### config.mk
export PLATFORM = sky130hd
export DESIGN_NAME = sht_ctrl
export DESIGN_NICKNAME = d
export VERILOG_FILES = /design/src/sv/sht_pkg.sv /design/src/sv/sht_ctrl.sv
export SDC_FILE = /design/constraint.sdc
export NUM_CORES = 1
export LEC_CHECK = 0
export BUFFER_PORTS_ARGS = -buffer_cell sky130_fd_sc_hd__buf_4
export CORE_AREA = 2 2 39 41
export DETAILED_ROUTE_END_ITERATION = 12
export DIE_AREA = 0 0 41 43
export GPL_TIMING_DRIVEN = 0
export HOLD_SLACK_MARGIN = 0.05
export PLACE_DENSITY = 0.55
export SYNTH_ARGS = -nofsm -noshare
export SYNTH_HDL_FRONTEND = slang
export SYNTH_SLANG_ARGS = --single-unit
### constraint.sdc
create_clock -name clk_i -period 1.2 [get_ports clk_i]
set_input_delay 0.06 -clock clk_i [delete_from_list [all_inputs] [get_ports clk_i]]
set_output_delay 0.06 -clock clk_i [all_outputs]
set_load 0.02 [all_outputs]
### src/sv/sht_pkg.sv
// Shared types and constants for the source health tracker.
package sht_pkg;

  typedef enum logic [2:0] {
    CMD_SAMPLE   = 3'd0,
    CMD_MISS     = 3'd1,
    CMD_LEASE    = 3'd2,
    CMD_QOS      = 3'd3,
    CMD_MATCH    = 3'd4,
    CMD_TICK     = 3'd5,
    CMD_SNAPSHOT = 3'd6,
    CMD_UNKNOWN  = 3'd7
  } cmd_e;

  localparam logic [1:0] LVL_HEALTHY  = 2'd0;
  localparam logic [1:0] LVL_DEGRADED = 2'd1;
  localparam logic [1:0] LVL_LOST     = 2'd2;

  localparam logic [2:0] RSN_NONE       = 3'd0;
  localparam logic [2:0] RSN_STALE      = 3'd1;
  localparam logic [2:0] RSN_RECOVERING = 3'd2;
  localparam logic [2:0] RSN_DEADLINE   = 3'd3;
  localparam logic [2:0] RSN_LEASE      = 3'd4;
  localparam logic [2:0] RSN_QOS        = 3'd5;
  localparam logic [2:0] RSN_UNMATCHED  = 3'd6;
  localparam logic [2:0] RSN_NODATA     = 3'd7;

  localparam logic [1:0] REG_DEGRADED_MS = 2'd0;
  localparam logic [1:0] REG_LOST_MS     = 2'd1;
  localparam logic [1:0] REG_MISSES      = 2'd2;
  localparam logic [1:0] REG_FRESH       = 2'd3;

  // One million is 64 times 15625. After a shift by six, the division by
  // 15625 is a multiplication by this reciprocal scaled by 2**71, rounded up.
  localparam logic [57:0] MS_RECIP = 58'(((128'd1 << 71) + 128'd15624) / 128'd15625);
  localparam logic [1:0]  DIV_LAST = 2'd3;

  typedef struct packed {
    logic        ever;
    logic [1:0]  level;
    logic [2:0]  reason;
    logic [62:0] last;
    logic [7:0]  fresh;
    logic [7:0]  miss;
    logic [31:0] misses;
    logic [31:0] leases;
    logic [31:0] qos;
    logic        matched;
  } entry_t;

  localparam entry_t ENTRY_RESET = '{
    ever: 1'b0, level: LVL_LOST, reason: RSN_NODATA, last: '0, fresh: '0,
    miss: '0, misses: '0, leases: '0, qos: '0, matched: 1'b0};

  typedef struct packed {
    logic capture;
    logic update;
    logic div_start;
    logic div_step;
    logic finish;
  } ctrl_cmd_t;

  typedef struct packed {
    logic report;
    logic div_last;
    logic out_free;
  } ctrl_sts_t;

  typedef enum logic [3:0] {
    ST_IDLE = 4'b0001,
    ST_EXEC = 4'b0010,
    ST_DIV  = 4'b0100,
    ST_DONE = 4'b1000
  } state_e;

endpackage

### src/sv/sht_ctrl.sv
// Controller state machine sequencing table access, age division and reporting.
module sht_ctrl (
  input  logic               clk_i,
  input  logic               rst_ni,
  input  logic               in_valid_i,
  output logic               in_ready_o,
  input  sht_pkg::ctrl_sts_t sts_i,
  output sht_pkg::ctrl_cmd_t cmd_o
);
  import sht_pkg::*;

  state_e state_q, state_d;

  always_ff @(posedge clk_i or negedge rst_ni) begin
    if (!rst_ni) begin
      state_q <= ST_IDLE;
    end else begin
      state_q <= state_d;
    end
  end

  always_comb begin
    state_d    = state_q;
    cmd_o      = '0;
    in_ready_o = 1'b0;
    unique case (state_q)
      ST_IDLE: begin
        in_ready_o    = 1'b1;
        cmd_o.capture = in_valid_i;
        if (in_valid_i) begin
          state_d = ST_EXEC;
        end
      end
      ST_EXEC: begin
        if (sts_i.report) begin
          cmd_o.div_start = 1'b1;
          state_d         = ST_DIV;
        end else begin
          cmd_o.update = 1'b1;
          state_d      = ST_IDLE;
        end
      end
      ST_DIV: begin
        cmd_o.div_step = 1'b1;
        if (sts_i.div_last) begin
          state_d = ST_DONE;
        end
      end
      ST_DONE: begin
        if (sts_i.out_free) begin
          cmd_o.finish = 1'b1;
          state_d      = ST_IDLE;
        end
      end
      default: state_d = ST_IDLE;
    endcase
  end

endmodule

==> qor.yml <==
run_status:
  status: "finished, violations left"
  violations: "setup timing"
floorplan:
  die_x_um: 41
  rows: 14
  core-area_mm2: 0.001384
  die-area_mm2: 0.001763
  die_y_um: 43
  initial_core_util_pct: 23.24
  io_pins: 12
sta:
  period_minus_slack_ps: 1337
  finalSetupTns_ps: -590.9
  setup_viol: 7
  whs_ps: 85.11
  finalCritPeriodShare_pct: 111.5
  tightest_slew_ps: 271.2
  rsz0062_at_grt: "yes"
  fmaxAchievable_ghz: 0.7477
  relSlewSlack_pct: 81.77
  fin_worst_skew_ps: 5.798
  report.final.slew_viol_count: 0
  finalHoldViolations: 0
  setup_ws_ps: -137.5
detailed_routing:
  wl_per_cell_um: 11.97
  drt_iter0_drc: 2
  vias: 330
  postRouteAntennaNets: 0
  wirelength_um: 814
  vias_per_cell: 4.853
  drcViolationCount: 0
  dr.pass1.iters: 2
pwr:
  p_leak_uw: 0.0002373
  p_total_uw: 1162
  vdd_drop_max_uv: 877.2
  p_per_area_mw_per_mm2: 2019
layout:
  area.growth.synth_to_final_pct: 78.99
  largest_reg_flops: 4
  top_register: "state_q"
  finish.net_count: 59
  antenna_cells: 0
  mostFrequentLayoutCells: "13 x buf_4, 7 x buf_6, 3 x clkbuf_4, 3 x dfrtp_1"
  drive_gt1_share_pct: 69.23
  reg.largest.list: "state_q (4)"
  final_common_cell: "buf_4"
worst_setup_path:
  required_ps: 1140
  crit_arrival_ps: 1280
  path_class: "reg -> out"
  start_kind: "flip-flop"
  cp_max_fo: 8
  cp-end-kind: "output pin"
placement:
  place_ws_ps: 4.350
  io_buffers: 11
  place.gp.congestion: 0.6960
  dp_hpwl_um: 507.4
synthesis:
  syn_inst: 32
  synth-main-ff-cell: "dfrtp_1"
  ys_types: 23
  synthArstFlopShare_pct: 100.0
  ys_ff_latch: 4
  synth_area_per_cell_um2: 10.05
  ys_warn_count: 0
  synth_top_area_share_pct: 23.35
  yosys.area.top_type: "dfrtp_1"
  synth_edf_count: 0
  netlist_area_um2: 321.6
  syn_nets: 38
  synthTopCellsByArea: "dfrtp_1 23%, buf_6 11%, dfstp_2 8.2%"
  yosysSeqAreaShare_pct: 31.52
clocking:
  clock-root-buffer: "clkbuf_4"
  clock_sinks: 4
  clk_latency_ps: 240
  htreeDepth: 1
  cts-buffers-inserted: 3
  path_clk_slew_ps: 40
  clockBufferDepth: 2
  tritoncts: "done"
global_route:
  gr-total-overflow: 0
  grt_pass1_wl_um: 1324
  grt_max_degree: 11
  grt_use_total_pct: 11.07
  antenna_found_initial: 0
  grt_pass1_vias: 323
run:
  drv_cap: 0
min_path:
  hp-class: "in -> reg"
[through the flow]
stage	utilization (%)	instances	instance area, um2
floorplan	-	32	354.1
detailed placement	33.00	59	456.7
CTS	39.60	69	548.0
global placement	33.00	59	456.7
finish	41.59	68	575.6
global route	41.59	68	575.6
[synthesized netlist by cell type, drive strengths merged, types with 2 or more instances]
| cell type | number |
|---|---|
| nand2b | 2 |
| nor4 | 4 |
| nor3 | 3 |
| buf | 5 |
| inv | 2 |
| dfrtp | 3 |
[layer usage]
metal	up-vias	GRT usage, %	part of all wire [%]
met3	2	0	2.2
met5	-	0	0
li1	158	-	-
met1	163	15.21	44
met2	7	15.00	52
met4	0	10.00	2.3
[critical path, cell delays in order (launching register included)]
cell,delay (ps)
dfrtp_1,360
buf_6,130
nand2b_4,150
nor4b_4,210
buf_4,180
[timing repair]
item	4_1_cts	5_1_grt
pin swaps	3	3
hold endpoints to repair	4	0
resized for setup	5	6
gates cloned	0	0
endpoints found under the setup margin	6	9
setup buffers	6	0
hold buffers	1	0
[cell families (layout without fill, tap and decap cells)]
kind of cell / after synthesis / count (layout) / synth area share (%)
and+or+nand+nor: 16 / 16 / 37.35
buffers and inverters: 7 / 27 / 16.73
AOI/OAI and AO/OA: 5 / 5 / 14.40
DFF: 4 / 4 / 31.52
[where the power goes]
part | total, uW | switching (uW) | leakage (uW) | internal, uW
Combinational | 742 | 345 | 0.000171 | 397
Clock | 192 | 66.7 | 0.0000150 | 126
Sequential | 228 | 42.7 | 0.0000513 | 185
Total | 1160 | 455 | 0.000237 | 708
[worst paths after layout]
check                                       start                     end  slack (ps)  cells after the start
max in group asynchronous                  rst_ni  state_q[0]$_DFFE_PN1P_         860                      2
min in group asynchronous                  rst_ni  state_q[2]$_DFFE_PN0P_         140                      2
hold reg to reg            state_q[3]$_DFFE_PN0P_  state_q[2]$_DFFE_PN0P_         610                      2
setup reg to reg           state_q[0]$_DFFE_PN1P_  state_q[0]$_DFFE_PN1P_         -40                      4
hold / removal                         in_valid_i  state_q[0]$_DFFE_PN1P_          90                      3
setup / recovery           state_q[2]$_DFFE_PN0P_                cmd_o[0]        -140                      4
[layout make-up]
cell class | count | area [um2]
clock buffers | 4 | 26.28
flip-flops and latches | 4 | 101.3
inverters | 2 | 7.507
plain buffers | 3 | 33.78
repair buffers | 18 | 152.6
well taps | 16 | 20.02
fillers | 134 | 808.3
multi-input cells | 21 | 234.0
(Power assumes the default switching activity.)
